`config.mk`:
```
export PLATFORM = sky130hd
export DESIGN_NAME = wzad_ram
export DESIGN_NICKNAME = d
export VERILOG_FILES = /design/src/wzad_ram.sv
export SDC_FILE = /design/constraint.sdc
export NUM_CORES = 1
export LEC_CHECK = 0
export BUFFER_PORTS_ARGS = -buffer_cell sky130_fd_sc_hd__buf_2
export CAP_MARGIN = 15
export CORE_MARGIN = 3
export CORE_UTILIZATION = 54
export DETAILED_ROUTE_END_ITERATION = 7
export HOLD_SLACK_MARGIN = 0.1
export PLACE_DENSITY_LB_ADDON = 0.3
export SLEW_MARGIN = 20
export SYNTH_ARGS = -nofsm -noshare
export SYNTH_HDL_FRONTEND = slang
export SYNTH_SLANG_ARGS = --single-unit
```
`constraint.sdc`:
```
create_clock -name clk -period 3.6 [get_ports clk]
set_clock_uncertainty 0.1 [all_clocks]
set_input_delay 0.72 -clock clk [delete_from_list [all_inputs] [get_ports clk]]
set_output_delay 0.72 -clock clk [all_outputs]
set_load 0.05 [all_outputs]
```
`src/wzad_ram.sv`:
```
// Generic single-write, single-read RAM with registered read data.
// No dependencies.
module wzad_ram #(
  parameter int WIDTH = 24,
  parameter int DEPTH = 10
) (
  input  logic                     clk,
  input  logic                     we,
  input  logic [$clog2(DEPTH)-1:0] waddr,
  input  logic [WIDTH-1:0]         wdata,
  input  logic [$clog2(DEPTH)-1:0] raddr,
  output logic [WIDTH-1:0]         rdata
);

  logic [WIDTH-1:0] mem [DEPTH];

  always_ff @(posedge clk) begin
    if (we) begin
      mem[waddr] <= wdata;
    end
    rdata <= mem[raddr];
  end

endmodule

```
==> reports/metrics.yaml <==
synth_top_area_share_pct: 73.07
grt_pass1_vias: 5031
crit_cells: 1
maxCapViolCount: 0
crit_path_start_kind: "flip-flop"
cts_resized: 0
cp_data_arrival_time_ps: 1130
syn_inst: 528
row_count: 48
avgSynthCellArea_um2: 18.68
port_buffers: 57
ant_nets: 0
die_w_um: 141.2
rsz0062_at_grt: "false"
tightestPinTransition_ps: 1006
slew_headroom_pct: 32.95
cpMaxStageDelayCell: "dfxtp_1"
place_congestion: 0.7401
drtPass1Iterations: 4
grt_max_degree: 49
worstPathCellList: "buf_2"
power_leakage_nw: 3.998
coreArea_um2: 17600
syn2layout_area_growth_pct: 16.00
clockBufferDepth: 3
wire_per_inst_um: 21.35
cts_tree: "done"
yosysWarnings: 0
crit_buf_inv: 1
cpPeakStageDelay_ps: 350
grt_usage_pct: 18.49
setup_violations: 0
hold_violations: 0
synth_largest_area_cell: "edfxtp_1"
ys_seq_elements: 264
min_period_over_period_pct: 54.28
mostFrequentLayoutCells: "240 x edfxtp_1, 72 x mux2_2, 56 x buf_2, 48 x mux2i_1, 27 x clkbuf_16"
pin_count: 58
hold_depth: 1
final_common_cell: "edfxtp_1"
clock_sinks: 264
ir_drop_mv: 0.4818
max_freq_ghz: 0.5118
cp_top_family: "flip-flops"
instances_no_fill: 854
outcome: "completed"
drt_iter0_markers: 329
synth_area_um2: 9863
cp.required_ps: 2780
antenna_found_initial: 0
vias: 4830
dp_hpwl_um: 10510
holdCritPathClass: "in2reg"
synthesis.nets: 562
htreeDepth: 1
cts_setup_buffers: 0
antenna_cells: 0
cts-root-buf: "clkbuf_16"
power-per-cell-area_nw_per_um2: 585.4
final_max_slew_viol_count: 0
vias_per_cell: 5.656
dieArea_um2: 19920
tns_ps: 0
fin_crit_ps: 1954
yosysSeqAreaShare_pct: 77.94
critPathCaptureType: "output pin"
cts.clk_slew.worst_paths_ps: 60
die_h_um: 141.2
grt_pass1_wl_um: 28340
ys_types: 18
drc: 0
dpl.cell_count: 805
drive_above_1_share_pct: 32.75
initial_core_util_pct: 56.05
insertion_delay_ps: 510
wl_um: 18230
synth.area.top_cells: "edfxtp_1 73%, mux2_2 8.2%, dfxtp_1 4.9%"
overflow: 0
nNetsFinal: 643
worst-setup-path-type: "reg2out"
rr_worst_depth: 3
critPathMaxFanout: 1
cts_hold_buf: 0
cts-buffers-inserted: 27
flip-flops by register name, summed over array words and instances, names as in the netlist:
signal  cells
mem       240
rdata      24
stage by stage:
stage,power [mW],cell area (um2),setup slack [ps],utilization (%),hold slack [ps]
after detailed placement,3.918,10520,1214,59.76,464.0
after global routing,6.919,11440,1603,65.02,396.4
after global placement,3.903,10520,1244,59.76,457.5
final,6.698,11440,1646,65.02,389.5
after CTS,6.753,11440,1626,65.02,377.3
after floorplan,3.777,9863,161.1,-,441.7
synthesized netlist by cell type:
library cell and count:
buf_4 7, o31ai_1 24, nor2_1 8, mux2i_1 48, clkbuf_1 14, buf_6 2
dfxtp_1 24, mux2_2 72, nand3b_1 2, nand2_1 26, edfxtp_1 240, or3b_2 1
nand2b_1 3, nor3_1 3, a22o_1 24, nor2b_1 1, buf_2 5, o22ai_1 24
final timing paths:
path | startpoint | endpoint | slack [ps]
worst min-delay path | wdata[5] | mem[0][5]$_DFFE_PP_ | 390
worst max register to register | mem[4][10]$_DFFE_PP_ | rdata[10]$_DFF_P_ | 2440
worst max-delay path | rdata[19]$_DFF_P_ | rdata[19] | 1650
worst min register to register | mem[8][21]$_DFFE_PP_ | rdata[21]$_DFF_P_ | 470
kinds of logic (layout without fill, tap and decap cells):
| logic type | after synthesis | count (layout) | synth area share, % |
|---|---|---|---|
| AOI/OAI and AO/OA | 72 | 72 | 5.480 |
| and+or+nand+nor | 44 | 44 | 1.941 |
| buffers and inverters | 28 | 129 | 1.548 |
| muxes | 120 | 120 | 13.09 |
| DFF | 264 | 264 | 77.94 |
cell type report:
type,instances,area [um2]
sequential,264,7687
clock buffer,35,725.7
timing repair buffer,80,485.5
fill,1172,6156
tap,225,281.5
clock inverter,14,200.2
multi-input combinational,236,2061
report_power, final:
part	switching [mW]	leakage (nW)	internal [mW]
clock	1.07	0.444	1.77
sequential	0.0202	2.37	3.42
combinational	0.269	1.18	0.135
total	1.36	4.00	5.33
routing by layer:
metal / part of all wire [%] / track usage (%) / vias up
met5: 0 / 0 / -
met4: 1.8 / 4.284 / 0
met3: 6.6 / 3.256 / 31
met2: 48 / 30.37 / 132
met1: 44 / 26.18 / 2394
li1: - / - / 2273
No activity file was read; power rests on OpenSTA's default activity.
