<file path="src/wzad_pkg.sv">
// Shared constants and types for the window z-score anomaly detector.
// No dependencies; every other file of the block but wzad_ram imports this package.
package wzad_pkg;

  localparam int LIMB_W     = 32;
  localparam int MOP_W      = 2 * LIMB_W;
  localparam int Q_W        = 32;
  localparam int QB_W       = Q_W + 1;
  localparam int ROOT_W     = Q_W / 2;
  localparam int Z_W        = 16;
  localparam int THR_W      = 16;
  localparam int IDX_W      = 32;
  localparam int FRAC_SHIFT = 16;

  typedef logic [THR_W-1:0] thr_t;
  typedef logic [Z_W-1:0]   zscore_t;
  typedef logic [IDX_W-1:0] idx_t;

  localparam thr_t THR_RESET = 16'd768;

endpackage

</file>
<file path="src/wzad_div.sv">
// Restoring divider, one quotient bit per cycle; quotient saturates at 32 bits.
// Depends on wzad_pkg.
module wzad_div import wzad_pkg::*; #(
  parameter int NUM_W = 64,
  parameter int DEN_W = 32
) (
  input  logic             clk,
  input  logic             rst_n,
  input  logic             start,
  input  logic [NUM_W-1:0] num,
  input  logic [DEN_W-1:0] den,
  output logic             done,
  output logic [Q_W-1:0]   quot
);

  localparam int DIV_W = DEN_W + QB_W;
  localparam int CNT_W = $clog2(QB_W + 1);

  logic [DIV_W-1:0] rem_r;
  logic [DIV_W-1:0] dvs_r;
  logic [QB_W-1:0]  quo_r;
  logic [CNT_W-1:0] cnt_r;
  logic             done_r;
  logic             ge;

  assign ge = rem_r >= dvs_r;

  always_ff @(posedge clk) begin
    if (!rst_n) begin
      cnt_r  <= '0;
      done_r <= 1'b0;
    end else begin
      done_r <= (cnt_r == CNT_W'(1)) && !start;
      if (start) begin
        rem_r <= DIV_W'(num);
        dvs_r <= DIV_W'({den, {Q_W{1'b0}}});
        quo_r <= '0;
        cnt_r <= CNT_W'(QB_W);
      end else if (cnt_r != '0) begin
        if (ge) begin
          rem_r <= rem_r - dvs_r;
        end
        quo_r <= {quo_r[QB_W-2:0], ge};
        dvs_r <= dvs_r >> 1;
        cnt_r <= cnt_r - CNT_W'(1);
      end
    end
  end

  assign done = done_r;
  assign quot = quo_r[QB_W-1] ? {Q_W{1'b1}} : quo_r[Q_W-1:0];

endmodule

</file>
<file path="config.mk">
export PLATFORM = sky130hd
export DESIGN_NAME = wzad_div
export DESIGN_NICKNAME = d
export VERILOG_FILES = /design/src/wzad_pkg.sv /design/src/wzad_div.sv
export SDC_FILE = /design/constraint.sdc
export NUM_CORES = 1
export LEC_CHECK = 0
export BUFFER_PORTS_ARGS = -buffer_cell sky130_fd_sc_hd__buf_2
export CAP_MARGIN = 20
export CORE_MARGIN = 1
export CORE_UTILIZATION = 40
export DETAILED_ROUTE_END_ITERATION = 10
export PLACE_DENSITY_LB_ADDON = 0.05
export SYNTH_ARGS = -nofsm -noshare
export SYNTH_HDL_FRONTEND = slang
export SYNTH_SLANG_ARGS = --single-unit
export TNS_END_PERCENT = 30
</file>
<file path="constraint.sdc">
create_clock -name clk -period 5.45 [get_ports clk]
set_clock_uncertainty 0.05 [all_clocks]
set_input_delay 0.8175 -clock clk [delete_from_list [all_inputs] [get_ports clk]]
set_output_delay 0.8175 -clock clk [all_outputs]
set_load 0.01 [all_outputs]
</file>
==> run summary <==
Post-synth EDFFs: 162
layout cells sized above 1: 17.0%
ys flop type: edfxtp_1
vias per inst: 5.27
Syn Area/Cell: 9.31 um2
DR vias: 8810
fin crit share: 71.5%
NumNets Final: 1453
Critical Path Max Stage Delay: 0.53 ns
Post-CTS Setup Inserts: 0
Port Buffers: 131
Total GRT Usage: 19.7%
Routed WL: 27700 um
CTS tree: yes
largest net degree at the start of global routing: 99
Slew headroom: 31.2%
post-synthesis cell count: 1194
die area: 28500 um2
Switching Share: 37.6%
P_sw: 1860 uW
Final Hold Viols: 0
Peak VDD IR: 0.161 mV
Buf/Inv on CP: 1
Remaining DRCs: 0
Clock Power Share: 26.3%
routability cong.: 0.838
Synth-to-Final Area Change: 13.2%
die height: 169 um
1st-iter DRT viols: 591
Slew @ Worst Pin: 1.03 ns
row count: 60
Largest delay share family, worst path: compound AO/OA/AOI/OAI gates
Final Util: 46.5%
total negative slack: 0 ns
synth warn: 0
leakage: 0.00515 uW
Mapped Nets: 1360
slowest cell on the critical path: or4_1
HPWL Detailed: 19700 um
register area share after synthesis: 45.0%
pwr dens: 393 nW/um2
Gate power share: 38.3%
Pre-Repair DR Iteration Count: 5
fill count: 2661
classification of the worst setup path: reg2reg
hold-fix buffers at CTS: 0
post-synthesis cell type count: 75
most common cell after layout, fill and taps aside: edfxtp_1
clk root buf: clkbuf_16
Setup violations, final: 0
vias in the first global route: 8460
clk sinks: 169
commonest non-fill, non-tap cells in the layout: 162 x edfxtp_1, 153 x nand2_1, 130 x buf_2
Max Root-Sink Buffers: 2
grt ovf: 0
Async SR Flop Fraction: 0%
latest clock arrival within the worst-skew pair: 0.44 ns
Post-Synthesis Cell Area: 11100 um2
RSZ-0062 raised after global routing: false
WP data arrival: 3.95 ns
sequential fraction of design power: 35.4%
crit-path cells: ha_1, and4_1, nand2_1, or4_1, a21oi_2, o31a_2, o211ai_2, a31o_2, o21ai_1, o21a_2, buf_12
Startpoint Class: register
htree depth: 4
Initial Util: 41.0%
Period minus WS final: 3.90 ns
Clock transition at path regs: 0.08 ns
FF+latch count, synth: 169
CP endpoint kind: register
core box area: 27100 um2
Antenna Diode Count: 0
CP max FO: 50
post-route ant nets: 0
wire length per cell: 16.6 um
final slew viol count: 0
status: completed
Maximum Capacitance Violations: 0
Worst Hold Class: reg2reg
I/O pin cnt: 132
fmax: 0.257 GHz
first-pass GRT wire length: 44500 um
post-cts resize count: 0
internal cell power: 3090 uW
TritonCTS Buffers: 17
Critical Path RT: 5.51 ns
die width: 169 um
initial antenna violation count: 0
==> power groups by stage <==
stage | Clock (uW) | Combinational [uW] | Sequential (uW)
detailed placement | 0 | 1880 | 1780
floorplan | 0 | 1450 | 1760
finish | 1300 | 1900 | 1750
global route | 1380 | 2120 | 1770
CTS | 1330 | 1900 | 1750
global placement | 0 | 1890 | 1770
==> final cells by class <==
cell class              count  area (um2)  area share (%)
multi-input cells         880        5480            43.5
flip-flops and latches    169        5000            39.7
repair buffers            135         707            5.61
well taps                 372         465            3.70
clock buffers              17         425            3.38
inverters                  84         315            2.50
clock inverters            15         198            1.57
==> Yosys cell counts (3+ instances only) <==
master,n,area share (%)
nor2b_1,44,2.5
edfxtp_1,162,44
buf_4,6,0.40
o21a_1,13,0.88
o31ai_1,10,0.67
and4_1,4,0.31
and2_1,8,0.45
a2111oi_0,6,0.47
o22ai_1,4,0.22
or2_2,36,2.0
nand2_1,153,5.2
dfxtp_1,7,1.3
buf_1,5,0.17
a21boi_0,9,0.61
a21oi_1,81,3.6
a221oi_1,4,0.31
o21ai_1,9,0.40
o21bai_1,10,0.67
and3_1,10,0.56
nand2b_1,5,0.28
nand3_1,22,0.99
nand4_1,15,0.84
a31oi_1,7,0.39
ha_1,66,7.4
nor3b_1,9,0.61
buf_6,9,0.91
a21o_1,28,1.9
xor2_1,18,1.4
a211o_1,3,0.24
nor4_1,5,0.28
a211oi_1,5,0.34
nor2_1,84,2.8
inv_1,84,2.8
xnor2_1,30,2.4
o221a_2,3,0.30
nor3_1,20,0.90
o21ai_0,113,5.1
clkbuf_1,38,1.3
o211ai_1,4,0.27
==> registers in the layout (all words and copies together), names as in the netlist <==
register,cells
rem_r,65
dvs_r,64
cnt_r,6
quo_r,33
done,1
==> final timing paths <==
| kind | depth (start not counted) | slack, ns | start | to |
|---|---|---|---|---|
| hold reg to reg | 1 | 0.49 | cnt_r[1] | cnt_r[1] |
| hold / removal | 1 | 0.49 | cnt_r[1] | cnt_r[1] |
| setup / recovery | 11 | 1.55 | rem_r[24] | rem_r[26] |
| setup reg to reg | 11 | 1.55 | rem_r[24] | rem_r[26] |
==> cell families (layout without fill, tap and decap cells) <==
family	Yosys count	after routing	share of synthesized area, %
simple gates	422	422	18.3
compound gates	340	340	19.2
flops	169	169	45.0
buf+inv	145	251	5.84
fa+ha+maj	67	67	7.60
xor+xnor	48	48	3.78
mux	3	3	0.337
==> metal layers <==
metal	track usage, %	wire length [um]
met5	0	0
met4	5.30	381
met3	2.60	990
met2	30.5	12100
met1	28.9	14200
==> per-stage QoR <==
stage / hold slack (ns) / instances / area [um2] / setup slack [ns] / total power, uW
floorplan: 0.443 / 1194 / 11100 / 0.631 / 3210
global placement: 0.464 / 1640 / 12000 / 1.65 / 3660
detailed placement: 0.477 / 1640 / 12000 / 1.53 / 3660
CTS: 0.497 / 1672 / 12600 / 1.51 / 4980
global route: 0.525 / 1672 / 12600 / 1.26 / 5270
finish: 0.494 / 1672 / 12600 / 1.55 / 4950
No activity file was read; power rests on OpenSTA's default activity.
