$ cat config.mk
export PLATFORM = sky130hd
export DESIGN_NAME = wzad_mul
export DESIGN_NICKNAME = d
export VERILOG_FILES = /design/src/wzad_pkg.sv /design/src/wzad_mul.sv
export SDC_FILE = /design/constraint.sdc
export NUM_CORES = 2
export LEC_CHECK = 0
export BUFFER_PORTS_ARGS = -buffer_cell sky130_fd_sc_hd__buf_2
export CORE_ASPECT_RATIO = 1.4
export CORE_MARGIN = 4
export CORE_UTILIZATION = 49
export CTS_CLUSTER_DIAMETER = 200
export DETAILED_ROUTE_END_ITERATION = 8
export PLACE_DENSITY = 0.77
export SETUP_SLACK_MARGIN = 0.02
export SLEW_MARGIN = 20
export SYNTH_ARGS = -nofsm -noshare
export SYNTH_HDL_FRONTEND = slang
export SYNTH_SLANG_ARGS = --single-unit
$ cat constraint.sdc
create_clock -name clk -period 19.7 [get_ports clk]
set_clock_uncertainty 0.1 [all_clocks]
set_input_delay 2.955 -clock clk [delete_from_list [all_inputs] [get_ports clk]]
set_output_delay 2.955 -clock clk [all_outputs]
set_load 0.01 [all_outputs]
$ cat src/wzad_pkg.sv
// Shared constants and types for the window z-score anomaly detector.
// No dependencies; every other file of the block but wzad_ram imports this package.
package wzad_pkg;

  localparam int LIMB_W     = 32;
  localparam int MOP_W      = 2 * LIMB_W;
  localparam int Q_W        = 32;
  localparam int QB_W       = Q_W + 1;
  localparam int ROOT_W     = Q_W / 2;
  localparam int Z_W        = 16;
  localparam int THR_W      = 16;
  localparam int IDX_W      = 32;
  localparam int FRAC_SHIFT = 16;

  typedef logic [THR_W-1:0] thr_t;
  typedef logic [Z_W-1:0]   zscore_t;
  typedef logic [IDX_W-1:0] idx_t;

  localparam thr_t THR_RESET = 16'd768;

endpackage

$ cat src/wzad_mul.sv
// Shared multiply unit: low ACC_W bits of a 64 x 64 product from four 32 x 32 partial products,
// one per cycle, registered and accumulated. Depends on wzad_pkg.
module wzad_mul import wzad_pkg::*; #(
  parameter int ACC_W = 64
) (
  input  logic             clk,
  input  logic             rst_n,
  input  logic             start,
  input  logic [MOP_W-1:0] a,
  input  logic [MOP_W-1:0] b,
  output logic             done,
  output logic [ACC_W-1:0] prod
);

  logic [MOP_W-1:0]   a_r;
  logic [MOP_W-1:0]   b_r;
  logic [1:0]         step_r;
  logic [1:0]         sh_r;
  logic               busy_r;
  logic               pp_v_r;
  logic               done_r;
  logic [MOP_W-1:0]   pp_r;
  logic [ACC_W-1:0]   acc_r;
  logic [LIMB_W-1:0]  a_limb;
  logic [LIMB_W-1:0]  b_limb;
  logic [2*MOP_W-1:0] pp_ext;
  logic [2*MOP_W-1:0] pp_sh;

  always_comb begin
    a_limb = step_r[0] ? a_r[MOP_W-1:LIMB_W] : a_r[LIMB_W-1:0];
    b_limb = step_r[1] ? b_r[MOP_W-1:LIMB_W] : b_r[LIMB_W-1:0];
    pp_ext = {{MOP_W{1'b0}}, pp_r};
    case (sh_r)
      2'd0:    pp_sh = pp_ext;
      2'd1:    pp_sh = pp_ext << LIMB_W;
      2'd2:    pp_sh = pp_ext << (2 * LIMB_W);
      default: pp_sh = '0;
    endcase
  end

  always_ff @(posedge clk) begin
    if (!rst_n) begin
      busy_r <= 1'b0;
      pp_v_r <= 1'b0;
      done_r <= 1'b0;
      step_r <= '0;
    end else begin
      done_r <= pp_v_r && !busy_r && !start;
      if (start) begin
        a_r    <= a;
        b_r    <= b;
        acc_r  <= '0;
        step_r <= '0;
        busy_r <= 1'b1;
        pp_v_r <= 1'b0;
      end else begin
        if (busy_r) begin
          pp_r   <= a_limb * b_limb;
          sh_r   <= {1'b0, step_r[0]} + {1'b0, step_r[1]};
          step_r <= step_r + 2'd1;
          if (step_r == 2'd3) begin
            busy_r <= 1'b0;
          end
        end
        pp_v_r <= busy_r;
        if (pp_v_r) begin
          acc_r <= acc_r + pp_sh[ACC_W-1:0];
        end
      end
    end
  end

  assign done = done_r;
  assign prod = acc_r;

endmodule

==> impl_metrics.json <==
{
  "final_util": 0.5315,
  "ant_nets": 0,
  "ys.flop_type": "edfxtp_1",
  "slew_headroom": 0.2507,
  "ys_async_sr_fraction": 0,
  "synth_edf_count": 258,
  "synth-seq-area-share": 0.1702,
  "crit_fanout": 37,
  "rr_startpoint": "step_r[1]$_SDFFE_PP0P_",
  "crit_type": "reg -> reg",
  "worstReg2RegEnd": "pp_r[55]$_DFFE_PP_",
  "grt_usage": 0.3108,
  "post_cts_buffers": 0,
  "cts_made_buffers": 27,
  "cp_top_family": "adder cells",
  "cts-resized-gates": 0,
  "final_max_slew_viol_count": 0,
  "status": "finished, final reports clean",
  "synth_common_cells": "inv_1, fa_1, nor2_1",
  "cts_tree": "yes",
  "yosysWarnings": 0,
  "grt_pass1_wl_mm": 229.6,
  "nNetsFinal": 6301,
  "areaGrowthSynthToFinish_pct": 7.175,
  "final_hold_viol_count": 0,
  "cp_slowest_stage_delay_ns": 0.71,
  "final_area_mm2": 0.04942,
  "ys_top_cells_by_area": "fa_1, edfxtp_1, ha_1",
  "rsz0062_at_grt": "no",
  "synth.most_common_cell": "inv_1",
  "finalWirelength_mm": 152.5,
  "hold_end": "done$_SDFF_PN0_",
  "num_vias": 36157,
  "min_period_over_period": 0.4993,
  "fmax_ghz": 0.1017,
  "grt_max_degree": 85,
  "crit_top_cell": "fa_1",
  "hold_buffers": 0,
  "period_needed_ns": 9.835,
  "synth_seq_cells": 263,
  "path_clk_slew_ns": 0.08,
  "detail_route.wl_per_cell_um": 24.71,
  "crit_buf_inv": 8,
  "start_kind": "flop",
  "synth.net_count": 6239,
  "first_global_vias": 38992,
  "core_area_mm2": 0.09298,
  "start_util": 0.4959,
  "dr.pass1.iters": 8,
  "synth_top_area_share": 0.3894,
  "drtIter0Drc": 3432,
  "hp-class": "reg -> reg",
  "dieArea_mm2": 0.09914,
  "via_per_inst": 5.856,
  "antenna_found_initial": 1,
  "setup_viol": 0,
  "syn-cell-area_mm2": 0.04611,
  "chipHeight_um": 371.0,
  "critPathSlowestCell": "o32ai_1",
  "grt-ovfl-total": 0,
  "totalNegativeSetupSlack_ns": 0,
  "placed_area_mm2": 0.04850,
  "required_ns": 19.96,
  "clockRootBuffer": "clkbuf_16",
  "r2r_cells": 28,
  "io-pin-count": 196,
  "post-dp-hpwl_mm": 119.3,
  "nFillCells": 8323,
  "drc": 0,
  "clockBufferDepth": 3,
  "end_kind": "flop",
  "cts.htree.levels": 1,
  "clock_latency_ns": 0.62,
  "cap_violations": 0,
  "drive_gt1_frac": 0.08858,
  "synth.avg_cell_area_um2": 9.441,
  "r2r_slack_ns": 9.86,
  "cts.sink_count": 263,
  "min-delay-start": "pp_v_r$_SDFF_PP0_",
  "portBuffers": 195,
  "hold-path-cell-count": 1,
  "synth_cells": 4884,
  "worst_slew_pin_slew_ns": 1.100,
  "rows": 132,
  "dieWidth_um": 267.3,
  "gp_congestion": 1.053,
  "synth_largest_area_cell": "fa_1",
  "synth_cell_types": 76,
  "cp.arrival_ns": 10.09
}
[worst max-delay path by stage]
stage | start | to | cells after the start
floorplan | step_r[1]$_SDFFE_PP0P_ | pp_r[57]$_DFFE_PP_ | 28
global route | step_r[1]$_SDFFE_PP0P_ | pp_r[60]$_DFFE_PP_ | 27
detailed placement | step_r[0]$_SDFFE_PP0P_ | pp_r[50]$_DFFE_PP_ | 24
global placement | step_r[0]$_SDFFE_PP0P_ | pp_r[50]$_DFFE_PP_ | 24
finish | step_r[1]$_SDFFE_PP0P_ | pp_r[55]$_DFFE_PP_ | 28
CTS | step_r[1]$_SDFFE_PP0P_ | pp_r[55]$_DFFE_PP_ | 28
[cells in the final DEF, fill, tap and decap left out, types with 38 or more instances in the layout]
| cell | netlist | final |
|---|---|---|
| a21o_1 | 80 | 80 |
| a21oi_1 | 154 | 154 |
| and2_1 | 39 | 38 |
| buf_2 | 5 | 195 |
| buf_4 | 0 | 69 |
| edfxtp_1 | 258 | 258 |
| fa_1 | 897 | 897 |
| ha_1 | 327 | 327 |
| inv_1 | 936 | 936 |
| mux2_2 | 67 | 67 |
| mux2i_1 | 98 | 52 |
| nand2_1 | 553 | 553 |
| nor2_1 | 753 | 752 |
| o21ai_0 | 73 | 73 |
| xnor2_1 | 64 | 64 |
| xor2_1 | 48 | 48 |
[per-stage QoR]
stage / std cells / hold slack [ns] / setup slack [ns]
6_report: 6174 / 0.4197 / 9.865
5_1_grt: 6173 / 0.4286 / 9.540
4_1_cts: 6173 / 0.4091 / 10.01
3_5_place_dp: 6123 / 0.3976 / 10.02
3_3_place_gp: 6123 / 0.3695 / 10.13
2_1_floorplan: 4884 / 0.3577 / 11.13
[state kept, by name, indices dropped and copies added (netlist names)]
register / cells
a_r: 64
b_r: 64
pp_r: 64
prod: 64
sh_r: 2
step_r: 2
busy_r: 1
done: 1
pp_v_r: 1
[layer usage]
layer	global-route usage	vias up	wire, um
li1	-	15238	-
met1	0.3476	17949	50120
met2	0.5208	2240	72270
met3	0.07803	728	16180
met4	0.2139	2	13970
met5	0	-	13
[logic make-up after synthesis]
group | count (synthesis) | synth area share
fa+ha+maj | 1224 | 0.4782
xor+xnor | 112 | 0.02127
compound gates | 468 | 0.06656
simple gates | 1484 | 0.1306
buf+inv | 1167 | 0.09533
mux | 166 | 0.03788
flops | 263 | 0.1702
[area by class of cell]
type,count,area (um2),share of cell area
well taps,1206,1509,0.03053
flip-flops and latches,263,7855,0.1590
multi-input cells,3454,34130,0.6906
clock inverters,17,216.5,0.004380
inverters,936,3513,0.07110
clock buffers,33,698.2,0.01413
repair buffers,264,1494,0.03023
diodes,1,2.502,0.00005064
Power is not shown: default switching activity piles up to over one toggle a cycle in this logic, so the estimate is an artifact.
