===== config.mk =====
export PLATFORM = sky130hd
export DESIGN_NAME = wzad_sqrt
export DESIGN_NICKNAME = d
export VERILOG_FILES = /design/src/wzad_pkg.sv /design/src/wzad_sqrt.sv
export SDC_FILE = /design/constraint.sdc
export NUM_CORES = 1
export LEC_CHECK = 0
export ABC_AREA = 1
export BUFFER_PORTS_ARGS = -buffer_cell sky130_fd_sc_hd__buf_2
export CAP_MARGIN = 30
export CORE_AREA = 5 5 118 232
export DETAILED_ROUTE_END_ITERATION = 10
export DIE_AREA = 0 0 123 237
export HOLD_SLACK_MARGIN = 0.15
export SYNTH_ARGS = -nofsm -noshare
export SYNTH_HDL_FRONTEND = slang
export SYNTH_SLANG_ARGS = --single-unit

===== constraint.sdc =====
create_clock -name clk -period 13.8 [get_ports clk]
set_clock_uncertainty 0.05 [all_clocks]
set_input_delay 3.45 -clock clk [delete_from_list [all_inputs] [get_ports clk]]
set_output_delay 3.45 -clock clk [all_outputs]
set_load 0.02 [all_outputs]

===== src/wzad_pkg.sv =====
// Shared constants and types for the window z-score anomaly detector.
// No dependencies; every other file of the block but wzad_ram imports this package.
package wzad_pkg;

  localparam int LIMB_W     = 32;
  localparam int MOP_W      = 2 * LIMB_W;
  localparam int Q_W        = 32;
  localparam int QB_W       = Q_W + 1;
  localparam int ROOT_W     = Q_W / 2;
  localparam int Z_W        = 16;
  localparam int THR_W      = 16;
  localparam int IDX_W      = 32;
  localparam int FRAC_SHIFT = 16;

  typedef logic [THR_W-1:0] thr_t;
  typedef logic [Z_W-1:0]   zscore_t;
  typedef logic [IDX_W-1:0] idx_t;

  localparam thr_t THR_RESET = 16'd768;

endpackage


===== src/wzad_sqrt.sv =====
// Digit-by-digit integer square root of a 32-bit word, one root bit per cycle.
// Depends on wzad_pkg.
module wzad_sqrt import wzad_pkg::*; (
  input  logic              clk,
  input  logic              rst_n,
  input  logic              start,
  input  logic [Q_W-1:0]    op,
  output logic              done,
  output logic [ROOT_W-1:0] root
);

  localparam int CNT_W = $clog2(ROOT_W + 1);

  logic [Q_W-1:0]   op_r;
  logic [Q_W-1:0]   res_r;
  logic [Q_W-1:0]   one_r;
  logic [CNT_W-1:0] cnt_r;
  logic             done_r;
  logic [Q_W:0]     trial;
  logic             fits;

  assign trial = {1'b0, res_r} + {1'b0, one_r};
  assign fits  = {1'b0, op_r} >= trial;

  always_ff @(posedge clk) begin
    if (!rst_n) begin
      cnt_r  <= '0;
      done_r <= 1'b0;
    end else begin
      done_r <= (cnt_r == CNT_W'(1)) && !start;
      if (start) begin
        op_r  <= op;
        res_r <= '0;
        one_r <= {2'b01, {(Q_W-2){1'b0}}};
        cnt_r <= CNT_W'(ROOT_W);
      end else if (cnt_r != '0) begin
        if (fits) begin
          op_r  <= op_r - trial[Q_W-1:0];
          res_r <= (res_r >> 1) + one_r;
        end else begin
          res_r <= res_r >> 1;
        end
        one_r <= one_r >> 2;
        cnt_r <= cnt_r - CNT_W'(1);
      end
    end
  end

  assign done = done_r;
  assign root = res_r[ROOT_W-1:0];

endmodule


==> run summary, run 1 <==
The number of buffers and inverters on the critical path came out at 4. Sequential elements use approximately 29% of the synthesized area. In this run the critical register-to-register path is captured at op_r[5]. Wires add up to 25200 um.

The first detailed-routing pass took 5 iterations. The worst-case register-to-register setup slack is 8.87 ns. The residual DRC count is 0. The total area inside the core boundary comes to 0.0254 sq mm. The number of max-cap violations came out at 0.

The relative max-transition margin is 46.4%. The growth of design area from synthesis to finish came out at 8.62%. The number of primary I/O pins came out at 52. The internal portion of the total power is 960 uW. The first global-routing pass estimated 40100 um of wire. The wire-length estimate of the detail-placed layout is just over 20000 um. Clock-pin slew was measured on the worst setup and hold paths at 0.07 ns. For hold timing, the worst endpoint is done. The final route contains 8353 vias.

The clock network fraction of total power is 12.0%. The critical path endpoint category is a flip-flop. The total power draw came out at 1.97 mW.

The number of cells on the worst hold path is 1. Hold repair after CTS inserted 0 buffers. The number of enable flip-flop cells after synthesis is 80. The remaining global-route overflow came out at 0.

The routability congestion estimate came out at a little over 0.9. The maximum frequency from static timing analysis is 0.194 GHz. Counting I/O delays and the setup requirement, the final critical path takes 5.15 ns. The via count of the first global-routing pass came to about 7.9k. The net count of the finished layout is 1402. In the synthesized netlist the dominant register cell turns out to be sky130_fd_sc_hd__edfxtp_1. The count of endpoints failing setup in the final report came out at 0. After synthesis, the cell types taking the most area are sky130_fd_sc_hd__edfxtp_1 27%, sky130_fd_sc_hd__nand2_1 16%, sky130_fd_sc_hd__ha_1 9.8%. The number of routed nets with antenna violations is 0. The leakage power came out at ~4.4 nW.

The detailed router finished its first iteration with 483 violations. The total inserted antenna cells is 0. The startpoint of the lowest-slack hold path is cnt_r[4].

Setup repair after global routing left no endpoint under its margin. The total of cells resized after clock tree synthesis is 0. The wire length per cell after detailed routing came out at 15.3 um. The fraction of final layout cells with drive strength greater than 1 is 9.14%. Of the total power, the share spent switching nets is 51.3%. The highest fanout seen on the critical path is 48. For the pin with the worst max-slew slack, the measured transition is around 0.8 ns. The number of port buffers came out at 51. The critical path's largest stage delay came out at 0.51 ns. The run finished with clean final reports. The worst-case setup slack after placement came out at 8.25 ns.

The cell chosen for the clock root is sky130_fd_sc_hd__clkbuf_16. The type of element launching the critical path is a primary input. The number of antenna violations at the first check in global routing came out at 0. The net count after synthesis came out at 1375.

Among cell families on the critical path, the largest total delay comes from buffers and inverters. In this design, the critical path's most frequently occurring cell is sky130_fd_sc_hd__buf_4. The largest net degree at the start of global routing came out at 49. The instance count of the mapped netlist is around 1.3k.

The area share of the largest cell type after synthesis is 27.4%. The setup fix buffers added after clock tree synthesis is 0. The total global routing track utilization is about 17%.

The starting utilization of the core area is approximately 34%. Dividing total power by cell area gives a power density of 207 mW/mm^2. The largest total area in the synthesized netlist belongs to sky130_fd_sc_hd__edfxtp_1.

The number of core rows came out at 83. The post-route cell area is 0.00953 sq mm. Fill cells in the final layout number around 2.8k. The vertical extent of the die is 237 um.

The data arrival time of the critical path came out at 5.09 ns. The path class of the tightest hold or removal check is reg2reg. The summed negative setup slack over all endpoints is 0 ns. The slowest stage of the critical path belongs to the cell sky130_fd_sc_hd__buf_4.

The post-detailed-placement cell area is 0.00923 sq mm. The depth of the CTS H-tree is 3. The synthesized netlist occupies a cell area of 0.00877 sq mm. The clock insertion delay at the later pin of the skew report came out at 0.35 ns. Walking the worst path, the cells encountered are buf_2 > buf_4 > buf_4 > nor2_8 > nor2_2 > buf_4. The worst-case IR drop observed on VDD is 0.0914 mV. Using the TritonRoute via totals, the vias-per-cell ratio works out to 5.09. The switching power summed over all nets is between 1 and 1.5 mW. In this run the deepest clock path goes through 2 buffers. The required arrival time at the worst endpoint is ~14 ns.

In this run, CTS created clock tree buffers numbering 9. The portion of total power attributed to combinational logic is 64.1%. The clock sink count is 86.

The die area came out at 0.0292 sq mm. The depth of the worst register-to-register path is 22. In this run, synthesis produced a sequential element count of 86. The horizontal die dimension is 123 um. For this run, the number of Yosys warnings is 0.

The proportion of power drawn by flip-flops and latches is 23.9%. The average instance area after synthesis is around 7 sq um. The share of synthesized flip-flops with an asynchronous set or reset came out at 0%.

The number of hold violations in the final report is 0. The distinct cell type count after synthesis is just over 50. The max-slew violation count is 0. The start of the worst register-to-register path is res_r[8]. Setup slack closes at 8.65 ns. The TritonCTS clock tree is done.

The worst setup path is of the in2reg kind. The share of the clock period used by the worst path is 37.3%.
cell usage in the layout, fill, tap and decap left out, types with 11 or more instances in the layout:
cell,instances
sky130_fd_sc_hd__xnor2_1,32
sky130_fd_sc_hd__nand2_1,364
sky130_fd_sc_hd__o21bai_1,16
sky130_fd_sc_hd__ha_1,69
sky130_fd_sc_hd__nor2_1,104
sky130_fd_sc_hd__nand4_1,11
sky130_fd_sc_hd__a21oi_1,75
sky130_fd_sc_hd__nor3_1,18
sky130_fd_sc_hd__inv_1,157
sky130_fd_sc_hd__xor2_1,31
sky130_fd_sc_hd__nand3_1,91
sky130_fd_sc_hd__o21ai_0,77
sky130_fd_sc_hd__edfxtp_1,80
sky130_fd_sc_hd__buf_2,51
worst reg2reg max path, delay by kind of cell, from the launching register on:
kind	cells	cell delay [ns]
flip-flops	1	0.55
adder cells (fa/ha/maj)	2	0.73
AND/OR/NAND/NOR	13	1.50
XOR/XNOR	1	0.30
AO/OA/AOI/OAI	4	0.89
buffers and inverters	2	0.53
Yosys cell counts, types with 4 or more instances:
| library cell | number |
|---|---|
| sky130_fd_sc_hd__clkbuf_1 | 8 |
| sky130_fd_sc_hd__a211oi_1 | 4 |
| sky130_fd_sc_hd__or2_2 | 10 |
| sky130_fd_sc_hd__nor3_1 | 18 |
| sky130_fd_sc_hd__a21o_1 | 6 |
| sky130_fd_sc_hd__xor2_1 | 31 |
| sky130_fd_sc_hd__edfxtp_1 | 80 |
| sky130_fd_sc_hd__o21ai_1 | 5 |
| sky130_fd_sc_hd__o21ai_0 | 77 |
| sky130_fd_sc_hd__inv_2 | 4 |
| sky130_fd_sc_hd__inv_1 | 158 |
| sky130_fd_sc_hd__nand2_2 | 9 |
| sky130_fd_sc_hd__nand4_1 | 11 |
| sky130_fd_sc_hd__o21a_1 | 4 |
| sky130_fd_sc_hd__nand3_1 | 91 |
| sky130_fd_sc_hd__a31oi_1 | 5 |
| sky130_fd_sc_hd__ha_1 | 69 |
| sky130_fd_sc_hd__dfxtp_1 | 6 |
| sky130_fd_sc_hd__xnor2_1 | 32 |
| sky130_fd_sc_hd__o21bai_1 | 16 |
| sky130_fd_sc_hd__a21oi_1 | 75 |
| sky130_fd_sc_hd__buf_4 | 20 |
| sky130_fd_sc_hd__nand2_4 | 5 |
| sky130_fd_sc_hd__nand2_1 | 364 |
| sky130_fd_sc_hd__nor2_2 | 7 |
| sky130_fd_sc_hd__nand3b_1 | 9 |
| sky130_fd_sc_hd__buf_2 | 4 |
| sky130_fd_sc_hd__nor2_1 | 105 |
stage by stage:
stage	instances	hold WS (ns)	util (%)
finish	1642	0.416	37.4
global route	1642	0.451	37.4
CTS	1641	0.422	37.4
detailed placement	1625	0.411	36.3
global placement	1625	0.390	36.3
floorplan	1270	0.371	-
worst max-delay path by stage:
| stage | from | to | slack, ns | depth (start not counted) |
|---|---|---|---|---|
| 5_1_grt | res_r[8] | op_r[5] | 8.42 | 22 |
| 3_3_place_gp | start | op_r[10] | 8.27 | 6 |
| 4_1_cts | start | op_r[5] | 8.62 | 6 |
| 3_5_place_dp | start | op_r[10] | 8.25 | 6 |
| 6_report | start | op_r[5] | 8.65 | 6 |
| 2_1_floorplan | start | op_r[0] | 7.70 | 4 |
cells by family (layout without fill, tap and decap cells):
kind of cell | Yosys count | after routing | synth area share (%)
buffers and inverters | 202 | 234 | 9.79
and+or+nand+nor | 641 | 641 | 31.8
DFF | 86 | 86 | 28.8
adders and majority gates | 70 | 70 | 10.1
AOI/OAI and AO/OA | 208 | 208 | 13.3
xor gates and xnor gates | 63 | 63 | 6.29
flip-flops by register name, indices dropped and copies added (netlist names):
register  count
done          1
res_r        32
one_r        16
op_r         32
cnt_r         5
layout make-up:
cell class | count | area (sq um) | area share, %
Timing Repair Buffer | 55 | 298 | 3.13
Tap cell | 340 | 425 | 4.47
Multi-Input combinational cell | 982 | 5390 | 56.6
Clock inverter | 6 | 45.0 | 0.473
Clock buffer | 10 | 229 | 2.40
Sequential cell | 86 | 2520 | 26.5
Inverter | 163 | 614 | 6.45
power groups by stage:
stage | combinational, mW | clock, mW | sequential [mW]
after floorplan | 0.996 | 0 | 0.439
final | 1.26 | 0.236 | 0.471
after detailed placement | 1.25 | 0 | 0.479
after global placement | 1.24 | 0 | 0.477
after global routing | 1.43 | 0.250 | 0.480
after CTS | 1.26 | 0.239 | 0.474
routing by layer:
metal	vias up	GRT usage (%)	routed length [um]
met3	47	2.27	1210
met2	236	28.6	11900
li1	4230	-	-
met5	-	0	0
met4	0	6.59	860
met1	3840	22.9	11200
Note: power is estimated with default switching activity, not from simulation.
==> inputs of run 2 (changes only) <==
ABC_AREA = 0   (was 1)
CORE_AREA = 5 5 110 215   (was 5 5 118 232)
DIE_AREA = 0 0 115 220   (was 0 0 123 237)
clock period = 4.1 ns   (was 13.8 ns; I/O delays follow)
==> run 2 against run 1 <==
Against the previous run:
- worst hold slack improved by 0.049 ns
- total power rose to 4.2 times the previous value
- final area rose by 9.9%
- routed wire length rose by 0.77%
- largest cell class unchanged
- die area fell by 13%
- the flow now finishes with violations (negative setup slack)
- first-iteration DRC count fell by 30%
- non-clock buffer count rose by 185
==> run summary, run 2 <==
The flow ran to the end, but the final reports show violations. The checks that failed: negative setup slack. In the routed layout, each cell is associated on average with a via count of 5.56. The synthesis warning total is 0. The post-route minimum period is 4.40 ns.

The TritonCTS clock tree is done. The largest net degree at the start of global routing is 78. The global-route wire length before repair is slightly below 40000 um. The total CTS buffers is 9.

At the worst endpoint, the required time is 4.17 ns. The number of primary I/O pins came out at 52. The count of nets after finishing came out at 1140. Walking the worst path, the cells encountered are ha_4 > a31oi_4 > a211oi_4 > a21oi_2 > a211o_1 > a21oi_4 > a311oi_2 > xor2_1 > ha_1 > or3_1 > o21ba_4 > o21ai_4 > a21oi_4 > buf_12 > o31a_1 > buf_12 > nand3_1 > mux2_4. The worst-case register-to-register setup slack is -0.30 ns. For this design, the slowest cell found on the critical path is sky130_fd_sc_hd__edfxtp_1. The distinct cell type count after synthesis came out at 67. The horizontal die dimension is 115 um. The relative max-transition margin came out at 53.3%. The critical path's largest stage delay is 0.44 ns.

The clock sink count came out at 86. The die area is 0.0253 sq mm. The net count after synthesis came out at between 900 and 1k.

Measured on the finished design, the core utilization comes to 47.7%. The via count of the first global-routing pass is 7643. The leakage power is just over 4 nW.

After legalization and detailed placement, the total HPWL measured 18500 um. The routability congestion estimate is 0.882. The core area is 0.0220 sq mm. The data arrival time of the critical path is 4.47 ns. The maximum frequency from static timing analysis is 0.227 GHz. The path class of the tightest hold or removal check is reg2reg. The aggregate routed wire length came out at 25400 um.

Synthesis produced a netlist whose cell count is 822. The count of TritonRoute iterations in the first routing pass is 5. The classification of the worst setup path is reg2reg. The post-detailed-placement cell area came out at 0.00910 sq mm. The growth of design area from synthesis to finish is 40.6%. The clock insertion delay at the later pin of the skew report came out at approximately 0.37 ns.

The number of antenna violations at the first check in global routing is 0. The initial utilization of the core area, before any placement, comes to between 30% and 40%. The depth of the worst register-to-register path is 18. The number of cells on the worst hold path came out at 2.

The vertical extent of the die is around 220 um. The depth of the CTS H-tree is 3. The number of port buffers is 51.

The synthesized flop and latch total came out at 86. The worst setup path is launched from a flip-flop. The total power draw is 8.36 mW. The most common cell after layout, fill and taps aside is sky130_fd_sc_hd__buf_4. The maximum number of buffers from clock root to sink is 2. The residual DRC count is 0. Summed over all layers, the global routing overflow is 0. The share of synthesized flip-flops with an asynchronous set or reset came out at 0%. The worst-case setup slack after placement is -0.460 ns. The total global routing track utilization came out at around a fifth.

The worst hold path terminates at cnt_r[1]. The post-route cell area is about 0.010 sq mm. The startpoint of the lowest-slack hold path is cnt_r[1].

In this run the clock root is driven by a sky130_fd_sc_hd__clkbuf_16. The area of the mapped netlist is about 0.0074 sq mm. The proportion of synthesized chip area in sequential cells came out at between 30% and 40%. The tightest hold margin came out at 0.465 ns. The first routing iteration left 339 violations. The cell area power density is 799 mW/mm^2.

The maximum ir drop on the vdd rail is 0.317 mV. The via count came out at ~7.3k. The fraction of final layout cells with drive strength greater than 1 is 36.5%. The number of routed nets with antenna violations is 0. The worst path uses 107% of the clock period.

The kind of cell with the highest combined delay on the critical path is compound AO/OA/AOI/OAI gates. The number of antenna diodes in the final layout is 0. Setup repair after global routing could not meet its margin everywhere.

The largest registers in the layout are op_r x32, res_r x32, one_r x16. In the layout the commonest cells are 169 x sky130_fd_sc_hd__buf_4, 80 x sky130_fd_sc_hd__edfxtp_1, 77 x sky130_fd_sc_hd__nand2_1, 62 x sky130_fd_sc_hd__ha_1, 51 x sky130_fd_sc_hd__a21oi_1. The number of core rows is just under 80. Counting instances in the post-synthesis netlist gives the leading cell types as 80 x sky130_fd_sc_hd__edfxtp_1, 80 x sky130_fd_sc_hd__nand2_1, 75 x sky130_fd_sc_hd__a21oi_1, 69 x sky130_fd_sc_hd__ha_1, 52 x sky130_fd_sc_hd__o21ai_0. The number of enable flip-flop cells after synthesis is 80. Max-cap violations in this run came to 0. The top cell type by area accounts for around a third of the synthesized area.

The worst register-to-register path begins at res_r[2]. The highest fanout seen on the critical path came out at 11. The biggest area contributor in the post-synthesis netlist is sky130_fd_sc_hd__edfxtp_1. The clock slew at the register clock pins of the worst setup and hold paths came out at 0.07 ns. STA classifies the critical path endpoint as a flip-flop.

The number of hold violations in the final report is 0. The number of buffers and inverters on the critical path came out at 2. Once routing completed, OpenROAD measured the worst setup slack at -0.297 ns. After synthesis, the cell types taking the most area are sky130_fd_sc_hd__edfxtp_1 32%, sky130_fd_sc_hd__ha_1 12%, sky130_fd_sc_hd__a21oi_1 5.0%. The average instance area after synthesis is ~9.1 sq um. The count of endpoints failing setup in the final report came out at 68.

The max-slew violation count is 0. After detailed routing, the average wire length per cell comes to 19.3 um. The actual slew at the worst max-slew pin is 0.701 ns.

The endpoint identified for the worst register-to-register timing path is res_r[21]. The most used flip-flop cell after synthesis is sky130_fd_sc_hd__edfxtp_1.
## run 2: report_power, final
| part | internal, mW | leakage (nW) | switching, mW |
|---|---|---|---|
| combinational | 2.92 | 3.17 | 3.15 |
| sequential | 1.30 | 0.829 | 0.178 |
| clock | 0.415 | 0.129 | 0.402 |
## run 2: how the worst max path moves through the flow
stage,cells after the start,endpoint,start,slack [ns]
floorplan,18,op_r[0],res_r[2],-0.69
global placement,19,op_r[31],res_r[10],-0.46
detailed placement,19,op_r[31],res_r[10],-0.46
CTS,19,res_r[19],res_r[2],-0.28
global route,19,res_r[9],res_r[14],-0.45
finish,18,res_r[21],res_r[2],-0.30
## run 2: timing repair
action                                  in CTS  in global routing
pin swaps                                   29                 45
gates resized for setup                     65                 81
hold buffers                                 0                  0
endpoints found under the setup margin      70                 82
gates cloned                                 6                  0
buffers inserted                            22                 15
## run 2: worst min-delay path, cell delays in order (launching register included)
cell and delay (ns):
sky130_fd_sc_hd__dfxtp_1 0.33, sky130_fd_sc_hd__nor2_1 0.10, sky130_fd_sc_hd__a211oi_1 0.05
## run 2: logic make-up after synthesis
kind of cell | share of synthesized area (%)
compound gates | 23.9
xor+xnor | 7.64
fa+ha+maj | 11.9
buf+inv | 4.15
flops | 33.9
mux | 1.19
simple gates | 17.4
## run 2: cell type report
type | count | area, sq um
timing repair buffer | 240 | 1880
sequential | 86 | 2520
multi-input combinational | 677 | 5370
tap | 276 | 345
inverter | 21 | 78.8
clock buffer | 10 | 229
clock inverter | 6 | 46.3
fill | 2100 | 11500
## run 2: metrics by stage
| stage | setup TNS (ns) | instances |
|---|---|---|
| floorplan | -23.87 | 822 |
| CTS | -14.09 | 1304 |
| finish | -14.20 | 1316 |
| global route | -24.37 | 1316 |
| global placement | -17.48 | 1260 |
| detailed placement | -23.19 | 1260 |
## run 2: metal layers
layer / global-route usage (%) / part of all wire [%]
met2: 39.0 / 56
met3: 3.11 / 3.0
met4: 15.4 / 8.8
met5: 0 / 0
met1: 17.1 / 32
==> inputs of run 3 (changes only) <==
CORE_AREA = 5 5 213 112   (was 5 5 110 215)
DIE_AREA = 0 0 218 117   (was 0 0 115 220)
==> run 3 against run 2 <==
Against the previous run:
- the run still ends with negative setup slack left
- largest cell class unchanged
- largest power group unchanged
- first-iteration DRC count rose by 140%
- routed wire length increased by 1.8%
- count of clock-buffer cells in the layout rose by 1
==> run summary, run 3 (synthesis results as in run 2) <==
The relative max-transition margin is approximately three fifths. The post-route cell area is between 0.01 and 0.015 sq mm. The aggregate routed wire length came out at 25800 um. The actual slew at the worst max-slew pin came out at ~0.61 ns. The placed instances occupy a cell area of 0.00922 sq mm. In this run the deepest clock path goes through 2 buffers. The tightest hold margin is 0.461 ns.

The leakage power is about 4.2 nW. Cells with a size suffix above 1 make up 38.1% of the layout. Of the available clock period, the critical path in the final layout requires 110%. The starting utilization of the core area is 33.8%. STA classifies the critical path startpoint as a flip-flop. The run finished, with violations left. The count of TritonRoute iterations in the first routing pass is 5.

Derived from the worst setup path, the maximum achievable clock frequency is 0.222 GHz. For this run, the post-layout net count is 1147. In this design, the stage delay of the slowest critical-path cell is 0.47 ns.

The largest net degree at the start of global routing is 49. Of all nets on the critical path, the largest fanout is 3. The detailed router's first-iteration violation count came out at 797.

Counting cells, the worst reg-to-reg path comes to 21. Across all setup checks in the final design, the least slack found is -0.403 ns. The routed design could run at a clock period as short as 4.50 ns. In the layout the commonest cells are 176 x sky130_fd_sc_hd__buf_4, 80 x sky130_fd_sc_hd__edfxtp_1, 78 x sky130_fd_sc_hd__nand2_1, 56 x sky130_fd_sc_hd__ha_1, 53 x sky130_fd_sc_hd__a21oi_1.

After detailed routing, the number of remaining DRC violations is 0. The H-tree was split into 3 levels. The worst setup path is captured at a flip-flop.

The number of cells on the worst hold path came out at 2. After clock tree synthesis, the clock-pin slew on the worst setup and hold paths is 0.08 ns. The via count of the first global-routing pass came out at 6435. The number of primary I/O pins is 52. The number of placed instances, taps included, is 1302.

The wire length per cell after detailed routing is 19.1 um. Excluding fillers, the count of instances in the completed layout stands at 1354. The global-route wire length before repair is 37500 um.

Timing analysis after detailed placement gives a worst setup slack of -0.789 ns. The largest registers in the layout are op_r x32, res_r x32, one_r x16. From left edge to right edge, the die measures about 220 um. Detailed placement finished with a half-perimeter wire length of 18500 um. In this run the clock root is driven by a sky130_fd_sc_hd__clkbuf_16. The die area came out at 0.0255 sq mm.

The most common cell after layout, fill and taps aside is sky130_fd_sc_hd__buf_4. The vertical extent of the die came out at 117 um. The clock insertion delay at the later pin of the skew report came out at about 0.36 ns. The number of antenna violations at the first check in global routing is 0. The cell area power density is a little over 800 mW/mm^2. The total CTS buffers is 9. The path type of the worst min-delay path is reg2reg. Walking the worst path, the cells encountered are ha_4 > buf_4 > a31oi_1 > o21ai_2 > buf_4 > nand2_1 > nand2_1 > and3_1 > o21ai_1 > xor2_1 > ha_1 > and3_4 > nand4_1 > nor3_2 > a41o_1 > buf_4 > nor3_2 > a2111oi_4 > buf_4 > nor2_2 > a311oi_1. The cell repeated most along the worst path is sky130_fd_sc_hd__buf_4.

The number of core rows is 39. The number of port buffers is ~50. The clock sink count is 86. The max-slew violation count came out at 0.

The remaining global-route overflow is 0. The slowest stage of the critical path belongs to the cell sky130_fd_sc_hd__edfxtp_1. IR analysis of the VDD net gives a maximum drop of 0.352 mV. The number of hold violations in the final report is 0. TritonCTS built the clock tree.

The required arrival time at the worst endpoint is approximately 4.2 ns. Compared with the post-synthesis result, the final layout area differs by 42.9%. The data arrival time of the critical path is roughly 4.6 ns.

The count of endpoints failing setup in the final report came out at approximately 70. The final reports fail on negative setup slack. The mean number of vias per cell came out at 5.42.

The routability congestion estimate is 0.894. Setup repair after global routing could not meet its margin everywhere. Setup total negative slack on the finished layout was measured at -18.96 ns. The repair_antennas step left the layout with diodes totalling 0. The routed layout has 7338 vias.

The core area is 0.0221 sq mm. The total global routing track utilization is 19.0%. The critical path in this run is classified as reg2reg. The number of routed nets with antenna violations is 0. The tool flagged a number of max-cap violations equal to 0.
-- run 3: changes by cell type in the layout (fill, tap and decap cells not counted), moves of 4 or more --
cell,before,now
sky130_fd_sc_hd__buf_4,169,176
sky130_fd_sc_hd__buf_12,10,4
sky130_fd_sc_hd__ha_1,62,56
sky130_fd_sc_hd__o21ai_2,5,10
sky130_fd_sc_hd__clkbuf_16,9,13
sky130_fd_sc_hd__ha_4,6,10
sky130_fd_sc_hd__o21ai_1,13,9
-- run 3: cell type report --
type,count,area [sq um]
fillers,2043,11400
multi-input cells,676,5430
flip-flops and latches,86,2520
repair buffers,248,1910
well taps,307,384
clock buffers,11,275
inverters,21,78.8
clock inverters,5,43.8
-- run 3: repair_timing --
item	CTS	global route
resized for setup	58	106
setup endpoints to repair	72	79
pin swaps	28	52
cloned	2	3
setup buffers	12	21
hold buffers	0	0
-- run 3: worst max-delay path: cells and delay by family (launching register included) --
kind            cells  cell delay, ns
simple gates        8            0.98
fa+ha+maj           2            0.54
xor+xnor            1            0.30
flops               1            0.47
compound gates      6            1.35
buf+inv             4            0.63
-- run 3: path summary, 6_finish.rpt --
check / startpoint / to / slack, ns
worst max-delay path: res_r[6] / res_r[30] / -0.40
worst min-delay path: cnt_r[1] / cnt_r[1] / 0.46
worst max register to register: res_r[6] / res_r[30] / -0.40
worst min register to register: cnt_r[1] / cnt_r[1] / 0.46
-- run 3: metal layers --
layer	up-vias	global-route usage [%]	wire (um)
met1	3440	33.2	13800
met5	-	0	0
met4	0	2.42	170
li1	3551	-	-
met2	328	22.8	9340
met3	19	4.34	2530
-- run 3: where the power goes --
part / switching (mW) / total, mW / internal (mW)
Sequential: 0.192 / 1.49 / 1.30
Clock: 0.415 / 0.910 / 0.495
Combinational: 3.30 / 6.32 / 3.03
Total: 3.90 / 8.72 / 4.82
-- run 3: per-stage QoR --
step	power, mW	utilization (%)
after floorplan	4.45	-
after global placement	6.33	41.8
after detailed placement	6.36	41.8
after CTS	7.80	45.0
after global routing	9.20	48.3
final	8.72	48.3
